--- src/rtl/rlts_pkg.sv ---
// Package for the router list top priority select block.
// Holds the function codes, the register map and the controller/datapath structs.
// No dependencies.
package rlts_pkg;

	localparam logic [1:0] FUNC_START = 2'd0;
	localparam logic [1:0] FUNC_OFFER = 2'd1;
	localparam logic [1:0] FUNC_READ  = 2'd2;

	localparam int        PADDR_W       = 3;
	localparam int        PDATA_W       = 32;
	localparam logic      REG_MAX_SLOTS = 1'b0;
	localparam logic [5:0] MAX_SLOTS_RST = 6'd32;

	localparam logic [7:0] CONN_BIT = 8'h80;

	typedef struct packed {
		logic latch;
		logic clear_fill;
		logic append;
		logic scan_start;
		logic scan_step;
		logic replace;
		logic read_issue;
		logic read_capture;
		logic load_out;
	} cmd_t;

	typedef struct packed {
		logic [1:0] func;
		logic       qualify;
		logic       room;
		logic       cap_zero;
		logic       scan_last;
	} stat_t;

endpackage

--- src/rtl/rlts_if.sv ---
// Handshake interfaces for the router list top priority select block.
// rlts_req_if carries input words, rlts_rsp_if carries result words.
// No dependencies.
interface rlts_req_if;
	logic        valid;
	logic        ready;
	logic [1:0]  func;
	logic [15:0] node_addr;
	logic [6:0]  priority_req;
	logic        is_router;
	logic        connected;
	logic        on_device;
	logic [4:0]  read_index;

	modport source (output valid, func, node_addr, priority_req, is_router, connected,
		on_device, read_index, input ready);
	modport sink (input valid, func, node_addr, priority_req, is_router, connected,
		on_device, read_index, output ready);
endinterface

interface rlts_rsp_if;
	logic        valid;
	logic        ready;
	logic [5:0]  list_count;
	logic        written;
	logic [4:0]  written_slot;
	logic [15:0] slot_addr;
	logic [7:0]  slot_info;

	modport source (output valid, list_count, written, written_slot, slot_addr, slot_info,
		input ready);
	modport sink (input valid, list_count, written, written_slot, slot_addr, slot_info,
		output ready);
endinterface

--- src/rtl/rlts_cfg.sv ---
// APB register file of the router list top priority select block.
// Holds max_slots. Depends on rlts_pkg.
module rlts_cfg (
	input  logic                           clk,
	input  logic                           arst_n,
	input  logic                           psel,
	input  logic                           penable,
	input  logic                           pwrite,
	input  logic [rlts_pkg::PADDR_W-1:0]   paddr,
	input  logic [rlts_pkg::PDATA_W-1:0]   pwdata,
	output logic [rlts_pkg::PDATA_W-1:0]   prdata,
	output logic                           pready,
	output logic [5:0]                     max_slots
);

	logic [5:0] max_slots_q;
	logic       hit;

	// Registers are word aligned; the low address bits are ignored.
	assign hit = (paddr[2] == rlts_pkg::REG_MAX_SLOTS);

	always_ff @(posedge clk or negedge arst_n) begin
		if (!arst_n) begin
			max_slots_q <= rlts_pkg::MAX_SLOTS_RST;
		end else if (psel && penable && pwrite && hit) begin
			max_slots_q <= pwdata[5:0];
		end
	end

	assign pready    = 1'b1;
	assign prdata    = hit ? {{(rlts_pkg::PDATA_W-6){1'b0}}, max_slots_q} : '0;
	assign max_slots = max_slots_q;

endmodule

--- src/rtl/rlts_ctrl.sv ---
// Controller of the router list top priority select block.
// Sequences accept, append, minimum scan, replace, read and result hand-off.
// Depends on rlts_pkg.
module rlts_ctrl (
	input  logic              clk,
	input  logic              arst_n,
	input  logic              req_valid,
	output logic              req_ready,
	output logic              rsp_valid,
	input  logic              rsp_ready,
	input  rlts_pkg::stat_t   stat,
	output rlts_pkg::cmd_t    cmd
);

	localparam logic [2:0] ST_IDLE   = 3'd0;
	localparam logic [2:0] ST_EVAL   = 3'd1;
	localparam logic [2:0] ST_SCAN   = 3'd2;
	localparam logic [2:0] ST_DRAIN  = 3'd3;
	localparam logic [2:0] ST_DECIDE = 3'd4;
	localparam logic [2:0] ST_RDWAIT = 3'd5;
	localparam logic [2:0] ST_DONE   = 3'd6;

	logic [2:0] state_q;
	logic [2:0] state_nx;
	logic       out_valid_q;
	logic       out_free;

	assign out_free  = !out_valid_q || rsp_ready;
	assign req_ready = (state_q == ST_IDLE);
	assign rsp_valid = out_valid_q;

	always_comb begin
		state_nx = state_q;
		cmd      = '0;
		case (state_q)
			ST_IDLE: begin
				if (req_valid) begin
					cmd.latch = 1'b1;
					state_nx  = ST_EVAL;
				end
			end
			ST_EVAL: begin
				state_nx = ST_DONE;
				case (stat.func)
					rlts_pkg::FUNC_START: cmd.clear_fill = 1'b1;
					rlts_pkg::FUNC_OFFER: begin
						if (stat.qualify && stat.room) begin
							cmd.append = 1'b1;
						end else if (stat.qualify && !stat.cap_zero) begin
							cmd.scan_start = 1'b1;
							state_nx       = ST_SCAN;
						end
					end
					rlts_pkg::FUNC_READ: begin
						cmd.read_issue = 1'b1;
						state_nx       = ST_RDWAIT;
					end
					default: state_nx = ST_DONE;
				endcase
			end
			ST_SCAN: begin
				cmd.scan_step = 1'b1;
				if (stat.scan_last) begin
					state_nx = ST_DRAIN;
				end
			end
			ST_DRAIN: state_nx = ST_DECIDE;
			ST_DECIDE: begin
				cmd.replace = 1'b1;
				state_nx    = ST_DONE;
			end
			ST_RDWAIT: begin
				cmd.read_capture = 1'b1;
				state_nx         = ST_DONE;
			end
			ST_DONE: begin
				if (out_free) begin
					cmd.load_out = 1'b1;
					state_nx     = ST_IDLE;
				end
			end
			default: state_nx = ST_IDLE;
		endcase
	end

	always_ff @(posedge clk or negedge arst_n) begin
		if (!arst_n) begin
			state_q     <= ST_IDLE;
			out_valid_q <= 1'b0;
		end else begin
			state_q <= state_nx;
			if (cmd.load_out) begin
				out_valid_q <= 1'b1;
			end else if (rsp_ready) begin
				out_valid_q <= 1'b0;
			end
		end
	end

endmodule

--- src/rtl/rlts_dp.sv ---
// Datapath of the router list top priority select block.
// Holds the slot memory, fill count, the minimum scan and the result registers.
// Depends on rlts_pkg.
module rlts_dp #(
	parameter int SLOTS = 32
) (
	input  logic              clk,
	input  logic              arst_n,
	input  rlts_pkg::cmd_t    cmd,
	output rlts_pkg::stat_t   stat,
	input  logic [5:0]        max_slots,
	input  logic [1:0]        func,
	input  logic [15:0]       node_addr,
	input  logic [6:0]        priority_req,
	input  logic              is_router,
	input  logic              connected,
	input  logic              on_device,
	input  logic [4:0]        read_index,
	output logic [5:0]        list_count,
	output logic              written,
	output logic [4:0]        written_slot,
	output logic [15:0]       slot_addr,
	output logic [7:0]        slot_info
);

	localparam int SW = (SLOTS > 1) ? $clog2(SLOTS) : 1;
	localparam int AW = (SW > 6) ? SW : 6;
	localparam logic [5:0] CAP_LIMIT = 6'((SLOTS > 63) ? 63 : SLOTS);

	logic [23:0] mem_q [SLOTS];
	logic [23:0] rdata_q;

	logic [1:0]  func_q;
	logic [15:0] addr_q;
	logic [6:0]  prio_q;
	logic        conn_q;
	logic        qual_q;
	logic [4:0]  ridx_q;

	logic [5:0]  fill_q;
	logic [5:0]  scan_idx_q;
	logic [5:0]  idx_s1;
	logic        rvalid_s1;
	logic [5:0]  best_idx_q;
	logic [7:0]  best_info_q;

	logic        res_written_q;
	logic [4:0]  res_wslot_q;
	logic [15:0] res_saddr_q;
	logic [7:0]  res_sinfo_q;

	logic [5:0]  out_count_q;
	logic        out_written_q;
	logic [4:0]  out_wslot_q;
	logic [15:0] out_saddr_q;
	logic [7:0]  out_sinfo_q;

	logic [5:0]    cap;
	logic          do_replace;
	logic          we;
	logic          re;
	logic [AW-1:0] waddr;
	logic [AW-1:0] raddr;
	logic [23:0]   wdata;
	logic          ridx_ok;

	assign cap        = (max_slots < CAP_LIMIT) ? max_slots : CAP_LIMIT;
	assign do_replace = cmd.replace && (best_info_q < {1'b0, prio_q});
	assign ridx_ok    = (32'(ridx_q) < SLOTS);

	assign we    = cmd.append || do_replace;
	assign waddr = cmd.append ? AW'(fill_q) : AW'(best_idx_q);
	assign wdata = {addr_q, (conn_q ? rlts_pkg::CONN_BIT : 8'h00) | {1'b0, prio_q}};
	assign re    = cmd.scan_step || cmd.read_issue;
	assign raddr = cmd.scan_step ? AW'(scan_idx_q) : AW'(ridx_q);

	assign stat.func      = func_q;
	assign stat.qualify   = qual_q;
	assign stat.room      = (fill_q < cap);
	assign stat.cap_zero  = (cap == 6'd0);
	assign stat.scan_last = (scan_idx_q == cap - 6'd1);

	always_ff @(posedge clk) begin
		if (we) begin
			mem_q[waddr[SW-1:0]] <= wdata;
		end
		if (re) begin
			rdata_q <= mem_q[raddr[SW-1:0]];
		end
	end

	// Item and result registers carry payload only.
	always_ff @(posedge clk) begin
		if (cmd.latch) begin
			func_q        <= func;
			addr_q        <= node_addr;
			prio_q        <= priority_req;
			conn_q        <= connected;
			qual_q        <= on_device && is_router;
			ridx_q        <= read_index;
			res_written_q <= 1'b0;
			res_wslot_q   <= '0;
			res_saddr_q   <= '0;
			res_sinfo_q   <= '0;
		end
		if (cmd.append) begin
			res_written_q <= 1'b1;
			res_wslot_q   <= fill_q[4:0];
		end
		if (do_replace) begin
			res_written_q <= 1'b1;
			res_wslot_q   <= best_idx_q[4:0];
		end
		if (cmd.read_capture && ridx_ok) begin
			res_saddr_q <= rdata_q[23:8];
			res_sinfo_q <= rdata_q[7:0];
		end
		if (cmd.load_out) begin
			out_count_q   <= fill_q;
			out_written_q <= res_written_q;
			out_wslot_q   <= res_wslot_q;
			out_saddr_q   <= res_saddr_q;
			out_sinfo_q   <= res_sinfo_q;
		end
		if (cmd.scan_start) begin
			scan_idx_q <= '0;
		end else if (cmd.scan_step) begin
			scan_idx_q <= scan_idx_q + 6'd1;
		end
		idx_s1 <= scan_idx_q;
		// The first slot seeds the minimum; later ones win only when strictly smaller.
		if (rvalid_s1 && ((idx_s1 == 6'd0) || (rdata_q[7:0] < best_info_q))) begin
			best_idx_q  <= idx_s1;
			best_info_q <= rdata_q[7:0];
		end
	end

	always_ff @(posedge clk or negedge arst_n) begin
		if (!arst_n) begin
			fill_q    <= '0;
			rvalid_s1 <= 1'b0;
		end else begin
			rvalid_s1 <= cmd.scan_step;
			if (cmd.clear_fill) begin
				fill_q <= '0;
			end else if (cmd.append) begin
				fill_q <= fill_q + 6'd1;
			end
		end
	end

	assign list_count   = out_count_q;
	assign written      = out_written_q;
	assign written_slot = out_wslot_q;
	assign slot_addr    = out_saddr_q;
	assign slot_info    = out_sinfo_q;

endmodule

--- src/rtl/router_list_top_priority_select_unit.sv ---
// Router list top priority select: builds a bounded list of the best routers.
// Usage: words enter on req (func, neighbour record, read index) and each gives
// one word on rsp. func 0 empties the list, func 1 offers a neighbour, func 2
// reads one slot. The APB port holds max_slots at byte address 0.
// A start, an append or an unused code goes from accept through evaluation to
// the result; a read adds a wait for the memory data. An offer to a full list
// scans the first cap stored info bytes, one per cycle, through the single
// memory read port, where cap is min(max_slots, SLOTS), then decides on replace.
// One word is in work at a time; req.ready is high only while the unit waits.
// The result sits in an output register, so the next word is taken while a
// result still waits for rsp.ready; a stalled receiver holds that word, and
// the following one waits finished until the register is free.
// Reset clears the fill count and restores max_slots to 32; slot contents are
// left as they are and read back undefined until written.
// Depends on rlts_pkg, rlts_if, rlts_cfg, rlts_ctrl, rlts_dp.
module router_list_top_priority_select_unit #(
	parameter int SLOTS = 32
) (
	input  logic                           clk,
	input  logic                           arst_n,
	rlts_req_if.sink                       req,
	rlts_rsp_if.source                     rsp,
	input  logic                           psel,
	input  logic                           penable,
	input  logic                           pwrite,
	input  logic [rlts_pkg::PADDR_W-1:0]   paddr,
	input  logic [rlts_pkg::PDATA_W-1:0]   pwdata,
	output logic [rlts_pkg::PDATA_W-1:0]   prdata,
	output logic                           pready
);

	localparam logic [5:0] COUNT_MAX = 6'((SLOTS > 63) ? 63 : SLOTS);

	rlts_pkg::cmd_t  cmd;
	rlts_pkg::stat_t stat;
	logic [5:0]      max_slots;

	rlts_cfg u_cfg (
		.clk       (clk),
		.arst_n    (arst_n),
		.psel      (psel),
		.penable   (penable),
		.pwrite    (pwrite),
		.paddr     (paddr),
		.pwdata    (pwdata),
		.prdata    (prdata),
		.pready    (pready),
		.max_slots (max_slots)
	);

	rlts_ctrl u_ctrl (
		.clk       (clk),
		.arst_n    (arst_n),
		.req_valid (req.valid),
		.req_ready (req.ready),
		.rsp_valid (rsp.valid),
		.rsp_ready (rsp.ready),
		.stat      (stat),
		.cmd       (cmd)
	);

	rlts_dp #(
		.SLOTS (SLOTS)
	) u_dp (
		.clk          (clk),
		.arst_n       (arst_n),
		.cmd          (cmd),
		.stat         (stat),
		.max_slots    (max_slots),
		.func         (req.func),
		.node_addr    (req.node_addr),
		.priority_req (req.priority_req),
		.is_router    (req.is_router),
		.connected    (req.connected),
		.on_device    (req.on_device),
		.read_index   (req.read_index),
		.list_count   (rsp.list_count),
		.written      (rsp.written),
		.written_slot (rsp.written_slot),
		.slot_addr    (rsp.slot_addr),
		.slot_info    (rsp.slot_info)
	);

	// An offer that wrote a slot never carries read data.
	a_write_no_read: assert property (@(posedge clk) disable iff (!arst_n)
		(rsp.valid && rsp.written) |-> (rsp.slot_addr == 16'd0 && rsp.slot_info == 8'd0))
		else $error("written result carries slot read data");

	// The list never holds more entries than it has slots.
	a_count_bound: assert property (@(posedge clk) disable iff (!arst_n)
		rsp.valid |-> (rsp.list_count <= COUNT_MAX))
		else $error("list count beyond slot count");

	// A new result only appears after the unit was busy with a word.
	a_result_after_work: assert property (@(posedge clk) disable iff (!arst_n)
		$rose(rsp.valid) |-> $past(!req.ready))
		else $error("result appeared without a word in work");

endmodule

--- src/flat_wrapper.sv ---
// flat-port wrapper written by rule: the top's interface ports become plain ports
module router_list_top_priority_select_unit_flat 
#(
	parameter int SLOTS = 32
)
  (clk, arst_n, psel, penable, pwrite, paddr, pwdata, prdata, pready, req_valid, req_func, req_node_addr, req_priority_req, req_is_router, req_connected, req_on_device, req_read_index, req_ready, rsp_valid, rsp_list_count, rsp_written, rsp_written_slot, rsp_slot_addr, rsp_slot_info, rsp_ready);
  rlts_req_if req_i ();
  rlts_rsp_if rsp_i ();
  input  logic clk;
  input  logic arst_n;
  input  logic psel;
  input  logic penable;
  input  logic pwrite;
  input  logic [rlts_pkg::PADDR_W-1:0] paddr;
  input  logic [rlts_pkg::PDATA_W-1:0] pwdata;
  output logic [rlts_pkg::PDATA_W-1:0] prdata;
  output logic pready;
  input wire logic [$bits(req_i.valid)-1:0] req_valid;
  input wire logic [$bits(req_i.func)-1:0] req_func;
  input wire logic [$bits(req_i.node_addr)-1:0] req_node_addr;
  input wire logic [$bits(req_i.priority_req)-1:0] req_priority_req;
  input wire logic [$bits(req_i.is_router)-1:0] req_is_router;
  input wire logic [$bits(req_i.connected)-1:0] req_connected;
  input wire logic [$bits(req_i.on_device)-1:0] req_on_device;
  input wire logic [$bits(req_i.read_index)-1:0] req_read_index;
  output wire logic [$bits(req_i.ready)-1:0] req_ready;
  output wire logic [$bits(rsp_i.valid)-1:0] rsp_valid;
  output wire logic [$bits(rsp_i.list_count)-1:0] rsp_list_count;
  output wire logic [$bits(rsp_i.written)-1:0] rsp_written;
  output wire logic [$bits(rsp_i.written_slot)-1:0] rsp_written_slot;
  output wire logic [$bits(rsp_i.slot_addr)-1:0] rsp_slot_addr;
  output wire logic [$bits(rsp_i.slot_info)-1:0] rsp_slot_info;
  input wire logic [$bits(rsp_i.ready)-1:0] rsp_ready;
  assign req_i.valid = req_valid;
  assign req_i.func = req_func;
  assign req_i.node_addr = req_node_addr;
  assign req_i.priority_req = req_priority_req;
  assign req_i.is_router = req_is_router;
  assign req_i.connected = req_connected;
  assign req_i.on_device = req_on_device;
  assign req_i.read_index = req_read_index;
  assign req_ready = req_i.ready;
  assign rsp_valid = rsp_i.valid;
  assign rsp_list_count = rsp_i.list_count;
  assign rsp_written = rsp_i.written;
  assign rsp_written_slot = rsp_i.written_slot;
  assign rsp_slot_addr = rsp_i.slot_addr;
  assign rsp_slot_info = rsp_i.slot_info;
  assign rsp_i.ready = rsp_ready;
  router_list_top_priority_select_unit #(.SLOTS(SLOTS)) u_core (.clk(clk), .arst_n(arst_n), .req(req_i), .rsp(rsp_i), .psel(psel), .penable(penable), .pwrite(pwrite), .paddr(paddr), .pwdata(pwdata), .prdata(prdata), .pready(pready));
endmodule
--- config.mk ---
export PLATFORM = sky130hd
export DESIGN_NAME = router_list_top_priority_select_unit_flat
export DESIGN_NICKNAME = d
export VERILOG_FILES = /design/src/rtl/rlts_pkg.sv /design/src/rtl/rlts_if.sv /design/src/rtl/rlts_cfg.sv /design/src/rtl/rlts_ctrl.sv /design/src/rtl/rlts_dp.sv /design/src/rtl/router_list_top_priority_select_unit.sv /design/src/flat_wrapper.sv
export SDC_FILE = /design/constraint.sdc
export NUM_CORES = 1
export LEC_CHECK = 0
export ABC_CLOCK_PERIOD_IN_PS = 6400
export BUFFER_PORTS_ARGS = -buffer_cell sky130_fd_sc_hd__buf_2
export CORE_AREA = 2 2 197 345
export CTS_CLUSTER_SIZE = 16
export DETAILED_ROUTE_END_ITERATION = 12
export DIE_AREA = 0 0 199 347
export GPL_TIMING_DRIVEN = 0
export PLACE_DENSITY = 0.79
export SLEW_MARGIN = 0
export SYNTH_ARGS = -nofsm -noshare
export SYNTH_HDL_FRONTEND = slang
export SYNTH_SLANG_ARGS = --single-unit
export TNS_END_PERCENT = 30
--- constraint.sdc ---
create_clock -name clk -period 6.4 [get_ports clk]
set_input_delay 0.96 -clock clk [delete_from_list [all_inputs] [get_ports clk]]
set_output_delay 0.96 -clock clk [all_outputs]
set_load 0.01 [all_outputs]
==> impl_metrics.yaml <==
status:
  outcome: "finished, final reports clean"
logic_synthesis:
  async_flop_share_pct: 1.82
  yosysTopAreaCell: "edfxtp_1"
  synth_area_leaders: "edfxtp_1 75%, nand2_1 3.9%, nor2_1 2.8%"
  syn-mean-instance-area_sq_um: 14.7
  synth_edf_count: 902
  synth_ff_type: "edfxtp_1"
  ys_seq_area_share_pct: 76.7
  synth.ff_latch_count: 932
  synth.top_cell.area_share_pct: 74.8
  synth_cell_types: 65
  syn_area_sq_um: 36200
  yosysWarnings: 0
  syn_inst: 2467
clock_network:
  numClockSinks: 932
  cts_setup_buffers: 0
  clk_pin_slew_ns: 0.07
  cts-resized-gates: 0
  holdBufCountCts: 0
  cts_buffers: 79
  cts_buffer_depth: 3
  ctsRootBufferMaster: "clkbuf_16"
  clk_latency_ns: 0.66
  cts_tree: "done"
  htreeDepth: 3
final_layout:
  mostFrequentLayoutCells: "902 x edfxtp_1, 375 x nand2_1, 236 x nor2_1, 138 x nand3_1, 133 x buf_2"
  final_common_cell: "edfxtp_1"
  final_cells: 3628
  nets: 2783
  area_growth_pct: 12.9
  fillers: 4620
  final_layout_size_suffix_gt1_share_pct: 13.1
timing:
  fmax_ghz: 0.205
  setup_tns_ns: 0
  tightest_slew_ns: 1.35
  slew_headroom_pct: 10.2
  period_minus_slack_ns: 4.87
  final.setup_skew_ns: 0.0345
  layout_setup_ws_ns: 1.53
  rsz0062_at_grt: "no"
  hold_viol: 0
  slew_viol_final: 0
  setup_viol: 0
  fin_crit_sh_pct: 76.1
drt:
  ant_nets: 0
  wl_per_cell_microns: 25.6
  viasPerCell: 6.15
  totalWireLength_microns: 92700
  dr.first_iter.drc_count: 2661
  drt_first_pass_iters: 8
  vias: 22330
  drcViolationCount: 0
place:
  io_buffers: 90
  place_inst: 3490
  routabilityCongestion: 0.929
  place_ws_ns: 1.66
  dp_hpwl_microns: 64900
power_and_ir_drop:
  finalPower_mw: 17.3
  p_leak_nw: 14.0
  powerDensity_nw_per_um2: 423
  ir_drop_mv: 0.216
worst_setup_path:
  reg2reg_slack_ns: 1.53
  slowest_stage: "mux2i_2"
  worstPathArrival_ns: 5.26
  r2r_cells: 10
  cp_num_buf_inv: 3
  cp.depth: 10
  crit_path_max_incr_delay_ns: 0.96
  worstPathRequired_ns: 6.79
  worstSetupStartpointType: "register"
  path_delay_family: "simple AND/OR/NAND/NOR gates"
  end_kind: "register"
  cp_cell_sequence: "buf_2 > nor3b_4 > mux2i_2 > buf_2 > buf_2 > nand2_1 > nand3_1 > nand4_1 > a2111oi_0 > and4b_1"
  crit_top_cell: "buf_2"
  cp_max_fo: 10
  worstSetupPathType: "register to register"
die:
  die_area_sq_um: 69100
  die_h_microns: 347
  row_count: 125
  die_x_microns: 199
  start_util_pct: 54.7
  io_pins: 146
  core-area_sq_um: 66200
global_routing:
  antenna_found_initial: 5
  grt_pass1_vias: 22956
  grtUsageTotal_pct: 27.2
  grt_pass1_wl_microns: 136000
  grt_max_degree: 37
  grt-ovfl-total: 0
hold_path:
  hold_path.class: "input port to asynchronous set/reset pin"
job:
  cap_violations: 0
final timing paths:
path                                                               to                              startpoint
worst max-delay path                 u_core.u_dp.rdata_q[9]$_DFFE_PP_    u_core.u_ctrl.state_q[2]$_DFFE_PN0P_
worst min-delay path                u_core.u_dp.fill_q[5]$_DFFE_PN0P_                                  arst_n
worst max register to register       u_core.u_dp.rdata_q[9]$_DFFE_PP_    u_core.u_ctrl.state_q[2]$_DFFE_PN0P_
worst min register to register          u_core.u_dp.idx_s1[2]$_DFF_P_  u_core.u_dp.scan_idx_q[2]$_SDFFE_PP0P_
max in group asynchronous       u_core.u_cfg.max_slots[5]$_DFFE_PN1P_                                  arst_n
min in group clk                        u_core.u_dp.idx_s1[2]$_DFF_P_  u_core.u_dp.scan_idx_q[2]$_SDFFE_PP0P_
metrics by stage:
step	hold slack, ns	utilization (%)	cell area, sq um
floorplan	0.326	-	36300
global placement	0.331	57.2	37900
detailed placement	0.342	57.9	38300
CTS	0.252	61.8	40900
global route	0.286	61.8	40900
finish	0.261	61.8	40900
area by class of cell:
| cell class | instances | area, sq um | share of cell area, % |
|---|---|---|---|
| Buffer | 166 | 845 | 2.07 |
| Antenna cell | 1 | 2.50 | 0.00612 |
| Multi-Input combinational cell | 1370 | 7760 | 19.0 |
| Inverter | 24 | 90.1 | 0.220 |
| Clock inverter | 41 | 415 | 1.02 |
| Clock buffer | 96 | 2140 | 5.23 |
| Timing Repair Buffer | 109 | 741 | 1.81 |
| Sequential cell | 932 | 27800 | 68.0 |
| Tap cell | 889 | 1110 | 2.72 |
state kept, by name, indices dropped and copies added, names as in the netlist, 3 cells and up:
register,flops
u_core.u_ctrl.state_q,3
u_core.u_dp.slot_addr,16
u_core.u_dp.rdata_q,24
u_core.u_dp.best_idx_q,5
u_core.u_dp.ridx_q,5
u_core.u_dp.best_info_q,8
u_core.u_dp.scan_idx_q,6
u_core.u_dp.prio_q,7
u_core.u_dp.fill_q,6
u_core.u_dp.slot_info,8
u_core.u_dp.res_sinfo_q,8
u_core.u_cfg.max_slots,6
u_core.u_dp.addr_q,16
u_core.u_dp.list_count,6
u_core.u_dp.mem_q,768
u_core.u_dp.written_slot,5
u_core.u_dp.res_wslot_q,5
u_core.u_dp.res_saddr_q,16
u_core.u_dp.idx_s1,6
report_power, final:
| group | total, mW | internal, mW | switching (mW) |
|---|---|---|---|
| Sequential | 7.90 | 7.45 | 0.452 |
| Combinational | 4.57 | 1.32 | 3.26 |
| Clock | 4.81 | 2.70 | 2.11 |
worst reg2reg max path: stages, from the launching register on:
cell       delay, ns
dfrtp_1         0.36
buf_2           0.19
nor3b_4         0.46
mux2i_2         0.97
buf_2           0.45
buf_2           0.36
nand2_1         0.11
nand3_1         0.14
nand4_1         0.16
a2111oi_0       0.81
and4b_1         0.58
logic make-up after synthesis:
logic type	share of synthesized area, %
adder cells (fa/ha/maj)	0.899
flip-flops	76.7
multiplexers	1.88
XOR/XNOR	0.339
AND/OR/NAND/NOR	11.7
AO/OA/AOI/OAI	5.91
buffers and inverters	2.58
other	0.0207
per-layer routing:
| metal | wire length (microns) | vias to the layer above | share of wire [%] | global-route usage [%] |
|---|---|---|---|---|
| met5 | 12 | - | 0.013 | 0 |
| met2 | 49500 | 1464 | 53 | 49.7 |
| met3 | 7330 | 401 | 7.9 | 4.92 |
| met4 | 7910 | 2 | 8.5 | 20.7 |
| met1 | 27900 | 10800 | 30 | 26.7 |
| li1 | - | 9663 | - | - |
Yosys cell counts, types with 3 or more instances:
library cell and number:
and3_1 50, and4b_1 23, a41oi_1 3, xor2_1 8
a221oi_1 3, edfxtp_1 902, buf_6 7, a21o_1 9
o22ai_1 46, nor3_1 7, mux2i_1 53, buf_1 8
mux2_2 10, nor2_1 269, xnor2_1 6, a211oi_1 3
nand3b_1 3, dfrtp_1 16, dfxtp_1 13, nor4_1 4
clkbuf_1 76, nor4b_1 4, or3_1 3, a22o_1 5
nand3_1 138, a21oi_1 15, nor2b_1 9, o21ai_0 73
o221ai_1 69, nand4_1 26, nor3_2 3, a2111oi_0 25
ha_1 26, a32oi_1 24, nand2b_1 15, nand2_1 375
a221o_1 3, inv_1 24, buf_2 43, o21a_1 5
buf_4 30
Power figures use the tool's default switching activity.
